===== src/design/igscs_pkg.sv =====
// types, codes and crc helpers shared by the gas sensor command slave
`default_nettype none

package igscs_pkg;

    // bus event codes carried in the mode field
    localparam logic [2:0] MODE_WR_START = 3'd0;
    localparam logic [2:0] MODE_RD_START = 3'd1;
    localparam logic [2:0] MODE_WR_BYTE  = 3'd2;
    localparam logic [2:0] MODE_RD_BYTE  = 3'd3;
    localparam logic [2:0] MODE_STOP     = 3'd4;
    localparam logic [2:0] MODE_SAMPLE   = 3'd5;

    // sensor command words
    localparam logic [15:0] CMD_START_PERIODIC = 16'h21b1;
    localparam logic [15:0] CMD_START_LOWPOWER = 16'h21ac;
    localparam logic [15:0] CMD_READ_MEAS      = 16'hec05;
    localparam logic [15:0] CMD_STOP_PERIODIC  = 16'h3f86;
    localparam logic [15:0] CMD_GET_SERIAL     = 16'h3682;
    localparam logic [15:0] CMD_DATA_READY     = 16'he4b8;
    localparam logic [15:0] CMD_SET_TOFFSET    = 16'h241d;
    localparam logic [15:0] CMD_GET_TOFFSET    = 16'h2318;
    localparam logic [15:0] CMD_SET_ALTITUDE   = 16'h2427;
    localparam logic [15:0] CMD_GET_ALTITUDE   = 16'h2322;
    localparam logic [15:0] CMD_SET_AUTOCAL    = 16'h2416;
    localparam logic [15:0] CMD_GET_AUTOCAL    = 16'h2313;
    localparam logic [15:0] CMD_SELF_TEST      = 16'h3639;
    localparam logic [15:0] CMD_FACTORY_RESET  = 16'h3632;
    localparam logic [15:0] CMD_SINGLE_SHOT    = 16'h219d;
    localparam logic [15:0] CMD_SINGLE_RHT     = 16'h2196;

    // configuration register indexes
    localparam logic [1:0] REG_SERIAL_HIGH = 2'd0;
    localparam logic [1:0] REG_SERIAL_MID  = 2'd1;
    localparam logic [1:0] REG_SERIAL_LOW  = 2'd2;

    localparam logic [15:0] SERIAL_HIGH_RST = 16'd48642;
    localparam logic [15:0] SERIAL_MID_RST  = 16'd32519;
    localparam logic [15:0] SERIAL_LOW_RST  = 16'd15355;

    // factory measurement words
    localparam logic [15:0] MEAS_CO2_RST  = 16'd420;
    localparam logic [15:0] MEAS_TEMP_RST = 16'd26214;
    localparam logic [15:0] MEAS_HUM_RST  = 16'd32768;

    // response lengths in bytes
    localparam logic [3:0] RESP_LEN_NONE   = 4'd0;
    localparam logic [3:0] RESP_LEN_SINGLE = 4'd3;
    localparam logic [3:0] RESP_LEN_TRIPLE = 4'd9;

    // byte position within a word
    localparam logic [1:0] PART_HIGH = 2'd0;
    localparam logic [1:0] PART_LOW  = 2'd1;
    localparam logic [1:0] PART_CRC  = 2'd2;

    localparam logic [7:0] CRC_POLY = 8'h31;
    localparam logic [7:0] CRC_INIT = 8'hFF;

    typedef struct packed {
        logic [2:0]  mode;
        logic [7:0]  wr_byte;
        logic [15:0] co2_word;
        logic [15:0] temp_word;
        logic [15:0] hum_word;
    } in_beat_t;

    typedef struct packed {
        logic [7:0] rd_byte;
        logic       response_done;
        logic       crc_error;
        logic       data_ready;
    } out_beat_t;

    function automatic logic [7:0] crc8_byte(input logic [7:0] crc_in, input logic [7:0] data);
        logic [7:0] c;
        c = crc_in ^ data;
        for (int b = 0; b < 8; b++) begin
            c = c[7] ? ((c << 1) ^ CRC_POLY) : (c << 1);
        end
        return c;
    endfunction

    function automatic logic [7:0] crc8_word(input logic [15:0] w);
        return crc8_byte(crc8_byte(CRC_INIT, w[15:8]), w[7:0]);
    endfunction

endpackage

`default_nettype wire


===== src/design/i2c_gas_sensor_command_slave_top.sv =====
// top level of the gas sensor command slave: a result beat out for each bus event in
//
// channel  direction  handshake              payload
// s_       in         s_valid / s_ready      s_data   (in_beat_t, one bus event)
// m_       out        m_valid / m_ready      m_data   (out_beat_t, one result)
// cfg_     in         cfg_valid / cfg_ready  cfg_index, cfg_data (serial words)
//
// an event is caught in the input register, evaluated combinationally against the
// sensor state and written to the output register once that register is free or
// its result is being taken
// a new beat is taken every cycle while m_ready stays high; one evaluation stage sets the rate
// while a result waits on m_ready the input register takes one more beat, then s_ready drops
// aresetn is synchronous, active low; cfg_ready is always high
`default_nettype none

module i2c_gas_sensor_command_slave_top
    import igscs_pkg::*;
(
    input  wire logic      aclk,
    input  wire logic      aresetn,

    input  wire logic      s_valid,
    output logic           s_ready,
    input  wire in_beat_t  s_data,

    output logic           m_valid,
    input  wire logic      m_ready,
    output out_beat_t      m_data,

    input  wire logic        cfg_valid,
    output logic             cfg_ready,
    input  wire logic [1:0]  cfg_index,
    input  wire logic [15:0] cfg_data
);

    // handshake state
    logic      in_valid_reg;
    in_beat_t  in_beat_reg;
    logic      m_valid_reg;
    out_beat_t m_data_reg;
    logic      advance;

    // configuration
    logic [15:0] serial_high_reg, serial_mid_reg, serial_low_reg;

    // sensor state
    logic [3:0][7:0]  cmd_bytes_reg,    cmd_bytes_next;   // byte 4 is never kept
    logic [2:0]       cmd_count_reg,    cmd_count_next;
    logic [15:0]      last_command_reg, last_command_next;
    logic             periodic_on_reg,  periodic_on_next;
    logic             auto_calib_reg,   auto_calib_next;
    logic [15:0]      temp_offset_reg,  temp_offset_next;
    logic [15:0]      altitude_reg,     altitude_next;
    logic [2:0][15:0] meas_words_reg,   meas_words_next;
    logic             sample_pend_reg,  sample_pend_next;
    logic [2:0][15:0] resp_words_reg,   resp_words_next;
    logic [3:0]       resp_len_reg,     resp_len_next;
    logic [3:0]       resp_idx_reg,     resp_idx_next;
    logic             resp_latched_reg, resp_latched_next;
    out_beat_t        out_next;

    // command assembly
    logic [2:0]  cnt_inc;
    logic [15:0] cmd_word;
    logic [15:0] cmd_data;
    logic        crc_ok;

    // response latch, either the held one or a fresh one on the first read
    logic [2:0][15:0] fresh_words;
    logic [3:0]       fresh_len;
    logic [2:0][15:0] eff_words;
    logic [3:0]       eff_len;
    logic [3:0]       eff_idx;
    logic [3:0]       idx_inc;
    logic [15:0]      sel_word;
    logic [1:0]       sel_part;
    logic [7:0]       sel_crc;

    // handshakes: the evaluation stage moves when the output register is free
    assign advance   = in_valid_reg && (!m_valid_reg || m_ready);
    assign s_ready   = !in_valid_reg || advance;
    assign m_valid   = m_valid_reg;
    assign m_data    = m_data_reg;
    assign cfg_ready = 1'b1;

    // bytes 0 and 1 form the command, byte 1 may be arriving right now
    assign cnt_inc  = cmd_count_reg + 3'd1;
    assign cmd_word = {cmd_bytes_reg[0],
                       (cmd_count_reg == 3'd1) ? in_beat_reg.wr_byte : cmd_bytes_reg[1]};
    assign cmd_data = {cmd_bytes_reg[2], cmd_bytes_reg[3]};
    assign crc_ok   = (in_beat_reg.wr_byte == crc8_word(cmd_data));

    // response chosen by the last command
    always_comb begin
        fresh_words = '0;
        fresh_len   = RESP_LEN_SINGLE;
        case (last_command_reg)
            CMD_READ_MEAS: begin
                fresh_words = meas_words_reg;
                fresh_len   = RESP_LEN_TRIPLE;
            end
            CMD_GET_SERIAL: begin
                fresh_words[0] = serial_high_reg;
                fresh_words[1] = serial_mid_reg;
                fresh_words[2] = serial_low_reg;
                fresh_len      = RESP_LEN_TRIPLE;
            end
            CMD_DATA_READY:   fresh_words[0] = {15'd0, periodic_on_reg};
            CMD_GET_TOFFSET:  fresh_words[0] = temp_offset_reg;
            CMD_GET_ALTITUDE: fresh_words[0] = altitude_reg;
            CMD_GET_AUTOCAL:  fresh_words[0] = {15'd0, auto_calib_reg};
            CMD_SELF_TEST:    fresh_words[0] = '0;
            default:          fresh_len = RESP_LEN_NONE;
        endcase
    end

    assign eff_words = resp_latched_reg ? resp_words_reg : fresh_words;
    assign eff_len   = resp_latched_reg ? resp_len_reg   : fresh_len;
    assign eff_idx   = resp_latched_reg ? resp_idx_reg   : 4'd0;
    assign idx_inc   = eff_idx + 4'd1;

    // byte position to word and part
    always_comb begin
        case (eff_idx)
            4'd0: begin sel_word = eff_words[0]; sel_part = PART_HIGH; end
            4'd1: begin sel_word = eff_words[0]; sel_part = PART_LOW;  end
            4'd2: begin sel_word = eff_words[0]; sel_part = PART_CRC;  end
            4'd3: begin sel_word = eff_words[1]; sel_part = PART_HIGH; end
            4'd4: begin sel_word = eff_words[1]; sel_part = PART_LOW;  end
            4'd5: begin sel_word = eff_words[1]; sel_part = PART_CRC;  end
            4'd6: begin sel_word = eff_words[2]; sel_part = PART_HIGH; end
            4'd7: begin sel_word = eff_words[2]; sel_part = PART_LOW;  end
            4'd8: begin sel_word = eff_words[2]; sel_part = PART_CRC;  end
            default: begin sel_word = eff_words[0]; sel_part = PART_HIGH; end
        endcase
    end

    assign sel_crc = crc8_word(sel_word);

    // one bus event against the sensor state
    always_comb begin
        cmd_bytes_next    = cmd_bytes_reg;
        cmd_count_next    = cmd_count_reg;
        last_command_next = last_command_reg;
        periodic_on_next  = periodic_on_reg;
        auto_calib_next   = auto_calib_reg;
        temp_offset_next  = temp_offset_reg;
        altitude_next     = altitude_reg;
        meas_words_next   = meas_words_reg;
        sample_pend_next  = sample_pend_reg;
        resp_words_next   = resp_words_reg;
        resp_len_next     = resp_len_reg;
        resp_idx_next     = resp_idx_reg;
        resp_latched_next = resp_latched_reg;
        out_next          = '0;

        case (in_beat_reg.mode)
            MODE_WR_START: cmd_count_next = '0;

            MODE_WR_BYTE: begin
                // count never rests at five; the fifth byte is checked as crc, not stored
                if (cmd_count_reg < 3'd4) begin
                    cmd_bytes_next[cmd_count_reg[1:0]] = in_beat_reg.wr_byte;
                end
                cmd_count_next = cnt_inc;
                if (cnt_inc >= 3'd2) begin
                    last_command_next = cmd_word;
                end
                if (cnt_inc == 3'd2) begin
                    case (cmd_word)
                        CMD_STOP_PERIODIC: periodic_on_next = 1'b0;
                        CMD_START_PERIODIC, CMD_START_LOWPOWER: begin
                            periodic_on_next = 1'b1;
                            sample_pend_next = 1'b1;
                        end
                        CMD_SINGLE_SHOT, CMD_SINGLE_RHT: sample_pend_next = 1'b1;
                        CMD_FACTORY_RESET: begin
                            temp_offset_next = '0;
                            altitude_next    = '0;
                            auto_calib_next  = 1'b1;
                            meas_words_next  = {MEAS_HUM_RST, MEAS_TEMP_RST, MEAS_CO2_RST};
                        end
                        default: ;
                    endcase
                end
                if (cnt_inc == 3'd5) begin
                    // data word with crc byte
                    if (crc_ok) begin
                        case (cmd_word)
                            CMD_SET_TOFFSET:  temp_offset_next = cmd_data;
                            CMD_SET_ALTITUDE: altitude_next    = cmd_data;
                            CMD_SET_AUTOCAL:  auto_calib_next  = (cmd_data == 16'd1);
                            default: ;
                        endcase
                    end else begin
                        out_next.crc_error = 1'b1;
                    end
                    cmd_count_next = '0;
                end
            end

            MODE_RD_BYTE: begin
                resp_words_next   = eff_words;
                resp_len_next     = eff_len;
                resp_idx_next     = eff_idx;
                resp_latched_next = 1'b1;
                if (eff_idx < eff_len) begin
                    case (sel_part)
                        PART_HIGH: out_next.rd_byte = sel_word[15:8];
                        PART_LOW:  out_next.rd_byte = sel_word[7:0];
                        default:   out_next.rd_byte = sel_crc;
                    endcase
                    resp_idx_next = idx_inc;
                end
                // end of response, or nothing to send at all
                if (resp_idx_next >= eff_len) begin
                    resp_latched_next      = 1'b0;
                    cmd_count_next         = '0;
                    out_next.response_done = 1'b1;
                end
            end

            MODE_SAMPLE: begin
                if (periodic_on_reg || sample_pend_reg) begin
                    meas_words_next = {in_beat_reg.hum_word, in_beat_reg.temp_word,
                                       in_beat_reg.co2_word};
                    sample_pend_next = 1'b0;
                end
            end

            default: ;  // read start, stop and unused codes leave the state alone
        endcase

        out_next.data_ready = periodic_on_next;
    end

    // input register
    always_ff @(posedge aclk) begin
        if (!aresetn) begin
            in_valid_reg <= 1'b0;
        end else if (s_valid && s_ready) begin
            in_valid_reg <= 1'b1;
        end else if (advance) begin
            in_valid_reg <= 1'b0;
        end
        if (s_valid && s_ready) begin
            in_beat_reg <= s_data;
        end
    end

    // output register
    always_ff @(posedge aclk) begin
        if (!aresetn) begin
            m_valid_reg <= 1'b0;
        end else if (advance) begin
            m_valid_reg <= 1'b1;
        end else if (m_ready) begin
            m_valid_reg <= 1'b0;
        end
        if (advance) begin
            m_data_reg <= out_next;
        end
    end

    // serial number registers
    always_ff @(posedge aclk) begin
        if (!aresetn) begin
            serial_high_reg <= SERIAL_HIGH_RST;
            serial_mid_reg  <= SERIAL_MID_RST;
            serial_low_reg  <= SERIAL_LOW_RST;
        end else if (cfg_valid && cfg_ready) begin
            case (cfg_index)
                REG_SERIAL_HIGH: serial_high_reg <= cfg_data;
                REG_SERIAL_MID:  serial_mid_reg  <= cfg_data;
                REG_SERIAL_LOW:  serial_low_reg  <= cfg_data;
                default: ;
            endcase
        end
    end

    // sensor state moves with each evaluated beat
    always_ff @(posedge aclk) begin
        if (!aresetn) begin
            cmd_count_reg    <= '0;
            last_command_reg <= '0;
            periodic_on_reg  <= 1'b0;
            auto_calib_reg   <= 1'b1;
            temp_offset_reg  <= '0;
            altitude_reg     <= '0;
            meas_words_reg   <= {MEAS_HUM_RST, MEAS_TEMP_RST, MEAS_CO2_RST};
            sample_pend_reg  <= 1'b0;
            resp_words_reg   <= '0;
            resp_len_reg     <= '0;
            resp_idx_reg     <= '0;
            resp_latched_reg <= 1'b0;
        end else if (advance) begin
            cmd_count_reg    <= cmd_count_next;
            last_command_reg <= last_command_next;
            periodic_on_reg  <= periodic_on_next;
            auto_calib_reg   <= auto_calib_next;
            temp_offset_reg  <= temp_offset_next;
            altitude_reg     <= altitude_next;
            meas_words_reg   <= meas_words_next;
            sample_pend_reg  <= sample_pend_next;
            resp_words_reg   <= resp_words_next;
            resp_len_reg     <= resp_len_next;
            resp_idx_reg     <= resp_idx_next;
            resp_latched_reg <= resp_latched_next;
        end
    end

    // command bytes need no reset, each is written before it is read
    always_ff @(posedge aclk) begin
        if (advance) begin
            cmd_bytes_reg <= cmd_bytes_next;
        end
    end

`ifndef NO_ASSERTIONS
    // a held response always has bytes left to send
    a_latch_has_bytes: assert property (@(posedge aclk) disable iff (!aresetn)
        resp_latched_reg |-> (resp_idx_reg < resp_len_reg))
        else $error("latched response with no bytes left");

    // a finished response releases the latch and the command count
    a_done_releases: assert property (@(posedge aclk) disable iff (!aresetn)
        (advance && out_next.response_done) |=> (!resp_latched_reg && cmd_count_reg == 3'd0))
        else $error("response end did not clear latch and count");

    // a crc failure only comes at the end of a five byte command
    a_crc_err_clears: assert property (@(posedge aclk) disable iff (!aresetn)
        (advance && out_next.crc_error) |=> (cmd_count_reg == 3'd0))
        else $error("crc error without command count reset");

    // data ready in the result follows the periodic state it leaves behind
    a_ready_tracks: assert property (@(posedge aclk) disable iff (!aresetn)
        advance |=> (m_data_reg.data_ready == periodic_on_reg))
        else $error("data_ready disagrees with periodic state");
`endif

endmodule

`default_nettype wire


===== config.mk =====
export PLATFORM = sky130hd
export DESIGN_NAME = i2c_gas_sensor_command_slave_top
export DESIGN_NICKNAME = d
export VERILOG_FILES = /design/src/design/igscs_pkg.sv /design/src/design/i2c_gas_sensor_command_slave_top.sv
export SDC_FILE = /design/constraint.sdc
export NUM_CORES = 1
export LEC_CHECK = 0
export BUFFER_PORTS_ARGS = -buffer_cell sky130_fd_sc_hd__buf_4
export CORE_MARGIN = 2
export CORE_UTILIZATION = 25
export CTS_CLUSTER_DIAMETER = 40
export DETAILED_ROUTE_END_ITERATION = 8
export PLACE_DENSITY = 0.39
export SYNTH_ARGS = -nofsm -noshare
export SYNTH_HDL_FRONTEND = slang
export SYNTH_SLANG_ARGS = --single-unit

===== constraint.sdc =====
create_clock -name aclk -period 6.77 [get_ports aclk]
set_input_delay 1.0155 -clock aclk [delete_from_list [all_inputs] [get_ports aclk]]
set_output_delay 1.0155 -clock aclk [all_outputs]
set_load 0.05 [all_outputs]

# After elaboration in Yosys (flattened, before gate mapping)
# Index checks and enable logic that the tools add are counted.
[op_classes]
add_sub_neg = 2
n_reduce_logical = 35
n_eq_ne = 40
magnitude_cmp = 6
n_bitwise = 36
n_mux = 83
[op_table]
columns = ["operator", "n"]
rows = [
  ["16-bit by 14-bit equality test with 1-bit output (second input constant)", 14],
  ["48-bit two-way mux", 4],
  ["6-bit two-way mux", 32],
  ["16-bit two-way mux", 10],
  ["3-bit NOT", 32],
  ["16-bit case mux with 6 select lines", 1],
  ["48-bit case mux with 2 select lines", 1],
  ["32-bit case mux with 2 select lines", 1],
  ["32-bit bitwise mux", 1],
  ["16-bit equality test (second input constant)", 2],
  ["16-bit case mux with 2 select lines", 1],
  ["1-bit two-way mux", 17],
  ["8-bit demux with 2-bit select", 1],
  ["16-bit by 1-bit equality test with 1-bit output (second input constant)", 1],
  ["4-bit by 3-bit equality test with 1-bit output (second input constant)", 4],
  ["4-bit two-way mux", 4],
  ["8-bit two-way mux", 2],
  ["8-bit NOT", 2],
  ["8-bit case mux with 2 select lines", 1],
  ["8-bit bitwise XOR", 2],
  ["2-bit AND reduction", 7],
  ["3-bit OR reduction", 4],
  ["5-bit AND reduction", 2],
  ["3-bit by 2-bit equality test with 1-bit output (second input constant)", 3],
  ["34 further kinds", 53],
]
[totals]
output_inout_bits = 14
word_cells = 236
regBits = 311

# Depth between registers and ports, before layout
[depth]
word_depth = 39
depth_mapped = 22
mapped_depth_nobuf = 20

# Least setup slack after synthesis
# OpenSTA, ideal clock, no wires.
[synth_path]
path_type = "flip-flop to flip-flop"
from = "register last_command_reg[10]"
to = "register cmd_count_reg[2]"
path_stages_with_launch = 22
n_path_buf = 2
path_slack_ns = 2.359
t_arrival_ns = 4.336
t_required_ns = 6.694
period_less_slack_ns = 4.411
path_cell_list = "dfxtp_1 -> nor4bb_1 -> and3_1 -> buf_2 -> buf_2 -> and4_1 -> a211o_1 -> mux2i_1 -> ha_1 -> o21a_1 -> a21o_1 -> a21oi_1 -> xnor2_1 -> ha_1 -> nand2b_1 -> a21o_1 -> a21o_1 -> a21oi_1 -> nand2b_1 -> a211o_1 -> or4_1 -> a21boi_0"
[synth_via]
elab_chain_len = 10
word_cells_on_any_way = 17
[synth_lines]
columns = ["item", "line_no", "text"]
rows = [
  ["start: declaration", "i2c_gas_sensor_command_slave_top.sv:49", "logic [15:0] last_command_reg, last_command_next;"],
  ["start signal: assignment", "i2c_gas_sensor_command_slave_top.sv:298", "last_command_reg <= last_command_next;"],
  ["16-bit by 14-bit equality test with 1-bit output or 16-bit equality test (tied branches)", "i2c_gas_sensor_command_slave_top.sv:97", "case (last_command_reg)"],
  ["5-bit OR reduction (no source line) or 2-bit OR reduction (tied branches)", "--", ""],
  ["4-bit case mux with 2 select lines (*)", "i2c_gas_sensor_command_slave_top.sv:97", ""],
  ["4-bit two-way mux (*)", "i2c_gas_sensor_command_slave_top.sv:118", "assign eff_len = resp_latched_reg ? resp_len_reg : fresh_len;"],
  ["4-bit < comparator", "i2c_gas_sensor_command_slave_top.sv:207", "if (eff_idx < eff_len) begin"],
  ["4-bit two-way mux", "i2c_gas_sensor_command_slave_top.sv:207", ""],
  ["4-bit two-way mux", "i2c_gas_sensor_command_slave_top.sv:157", "case (in_beat_reg.mode)"],
  ["4-bit greater-or-equal comparator (*)", "i2c_gas_sensor_command_slave_top.sv:216", "if (resp_idx_next >= eff_len) begin"],
  ["2-bit != test (no source line) (*)", "--", ""],
  ["3-bit AND reduction (no source line) (*)", "--", ""],
  ["end signal: assignment", "i2c_gas_sensor_command_slave_top.sv:297", "cmd_count_reg <= cmd_count_next;"],
  ["end: declaration", "i2c_gas_sensor_command_slave_top.sv:48", "logic [2:0] cmd_count_reg, cmd_count_next;"],
]
# Every way passes the cells marked *; elsewhere a longest branch is shown, timed or not. The select of a mux whose other input is x is not followed.
# A chain may end at the register's enable or synchronous reset.

# Final worst setup path
[layout_path]
from = "register last_command_reg[11]"
to = "register cmd_count_reg[2]"
# The elaborated chain is that of the path after synthesis.

==> metrics.cfg <==
[power_and_ir_drop]
pwr-share-seq_pct=37.4
power.switching_mw=1.22
power_leakage_nw=6.55
p_per_area_mw_per_mm2=296
p_sw_share_pct=22.7
clockPowerShare_pct=59.5
p_int_mw=4.15
peakVddDrop_v=0.000151
pwr-share-comb_pct=3.1

[final_layout]
fill_cells=5990
final_common_cell=nand2_1
n_antenna_cell=0
drive_gt1_share_pct=16.0
final_nets=1647
largest_register_ffs=59
areaGrowthSynthToFinish_pct=25.0
final_cell_mix=220 x nand2_1, 209 x dfxtp_1, 114 x buf_4

[critical_path]
crit_path_top_delay_cell=nor4b_1
r2r_slack_ns=1.66
reg2reg_depth=19
cp_cell_sequence=nor4b_1 -> nand3_1 -> nor2_1 -> a211o_1 -> mux2i_1 -> ha_1 -> o21a_1 -> a21o_1 -> a21oi_1 -> xnor2_1 -> ha_1 -> nand2b_1 -> a21o_1 -> a21o_1 -> a21oi_1 -> nand2b_1 -> a211o_1 -> or4_1 -> a21boi_0
path_buf_inv=0
arrival_ns=5.59
cp-start-kind=register
timing.rr.end=cmd_count_reg[2]
path_common_cell=a21o_1
critPathMaxFanout=8
worstPathRequired_ns=7.26
cp_slowest_stage_delay_ns=0.80
critPathKind=register to register
critPathTopFamily=simple AND/OR/NAND/NOR gates
reg2reg_from=last_command_reg[11]
cp-end-kind=register

[run]
cap_violations=0

[synthesis]
synth_nets=1566
ys.flop_type=dfxtp_1
syn_avg_cell_area_um2=9.88
syn-cell-area_mm2=0.0145
synth_edf_count=102
yosysWarnings=0
ys_seq_area_share_pct=50.0
netlist_instances=1468
synth_seq_cells=311
synth_cell_type_count=82
synthArstFlopShare_pct=0

[sta]
final-hold-violation-count=0
final.period_utilization_pct=75.4
finalCriticalPeriod_ns=5.11
max_freq_mhz=196
rsz0062_at_grt=no
skew_ns=0.0270
holdWs_ns=0.459
slew_viol_final=0
final-setup-viol-count=0
worstMarginPinSlew_ns=1.11
relSlewSlack_pct=26.0
finalSetupTns_ns=0

[floorplanning]
core_mm2=0.0576
initial_utilization_pct=25.2
num_io_pins=96
die_h_um=245
die_w_um=245
placement_rows=88
dieArea_mm2=0.0600

[clock_tree]
cts-hold-fix-buffers=0
cts_buffers=68
clock_latency_ns=0.59
path_clk_slew_ns=0.05
clock-sinks=311
clock_path_buffers=3
htree_levels=3
cts_tree=built
cts_resized=0
post_cts_buffers=0
cts-root-buf=clkbuf_16

[drt]
dr.pass1.iters=5
wire_per_inst_um=20.1
dr_total_vias=11500
drt-initial-drc-count=709
drc_errors=0
viasPerCell=4.87
antenna_left=0
wl_mm=47.6

[global_route]
grt_pass1_wl_mm=71.3
grtUsageTotal_pct=15.7
antenna_found_initial=1
grt_pass1_vias=11200
overflow=0
grt_max_degree=106

[place]
gp_congestion=0.810
dp_hpwl_mm=33.1
port_buffers=94

[run_status]
status=complete, no violations

[worst_hold_path]
hold_depth=2
min-delay-start=resp_len_reg[3]
min_to=resp_len_reg[3]
hold_class=register to register

[logic make-up after synthesis]
family,after synthesis,share of synthesized area [%]
compound gates,332,17.0
xor+xnor,70,5.31
fa+ha+maj,16,1.38
buf+inv,114,3.54
flops,311,50.0
mux,31,2.17
other cells,1,0.0258
simple gates,593,20.6
[worst min-delay path: stages (launching register included)]
cell and delay (ns):
dfxtp_1 0.30, nand2_1 0.05, a21boi_0 0.06
[worst max path at each step]
stage	start	endpoint	slack (ns)	depth (start not counted)
floorplan	last_command_reg[10]	cmd_count_reg[2]	2.36	21
global route	last_command_reg[11]	cmd_count_reg[2]	1.12	19
CTS	last_command_reg[11]	cmd_count_reg[2]	1.70	19
detailed placement	last_command_reg[11]	cmd_count_reg[2]	1.76	19
global placement	last_command_reg[11]	cmd_count_reg[2]	1.81	19
finish	last_command_reg[11]	cmd_count_reg[2]	1.66	19
[routing by layer]
metal,wire [um],up-vias,GRT usage (%)
met3,2200,80,2.98
met5,0,-,0
met4,1280,0,6.26
met2,21300,283,23.8
met1,22900,5627,22.0
li1,-,5526,-
[area by class of cell]
class | count | area, um^2 | area share (%)
sequential | 311 | 7250 | 40.0
multi-input combinational | 1043 | 6790 | 37.4
clock buffer | 95 | 2000 | 11.0
tap | 765 | 957 | 5.28
timing repair buffer | 114 | 856 | 4.72
clock inverter | 28 | 245 | 1.35
inverter | 11 | 41.3 | 0.228
[per-stage QoR]
step / total power, mW / utilization, % / std cells / setup slack, ns / instance area [um^2]
after global placement: 2.21 / 27.6 / 2244 / 1.81 / 15900
after detailed placement: 2.21 / 27.6 / 2244 / 1.76 / 15900
after global routing: 5.56 / 31.5 / 2367 / 1.12 / 18100
after CTS: 5.45 / 31.5 / 2367 / 1.70 / 18100
final: 5.36 / 31.5 / 2367 / 1.66 / 18100
after floorplan: 2.12 / - / 1468 / 2.36 / 14500
[power groups by stage]
stage / clock network [mW] / logic, mW / registers (mW)
global placement: 0 / 0.168 / 2.04
finish: 3.19 / 0.166 / 2.00
global route: 3.37 / 0.182 / 2.01
detailed placement: 0 / 0.169 / 2.04
floorplan: 0 / 0.0776 / 2.04
CTS: 3.28 / 0.170 / 2.00
[cells in the mapped netlist (11+ instances only)]
cell type / number / area, um^2
nand2_1: 221 / 830
dfxtp_1: 209 / 4180
edfxtp_1: 102 / 3060
nor2_1: 89 / 334
nand3_1: 83 / 415
clkbuf_1: 70 / 263
a21boi_0: 69 / 518
a22oi_1: 48 / 360
xnor2_1: 42 / 368
nor2b_1: 39 / 244
o21ai_0: 38 / 190
nor3b_1: 33 / 248
a21oi_1: 32 / 160
mux2i_1: 27 / 270
a221oi_1: 25 / 219
a22o_1: 23 / 201
and2_1: 22 / 138
buf_2: 21 / 105
nor3_1: 21 / 105
ha_1: 16 / 200
xor2_1: 16 / 140
a32oi_1: 13 / 114
o21a_1: 12 / 90.1
and3_1: 11 / 68.8
inv_1: 11 / 41.3
nand2b_1: 11 / 68.8
Note: power is estimated with default switching activity, not from simulation.
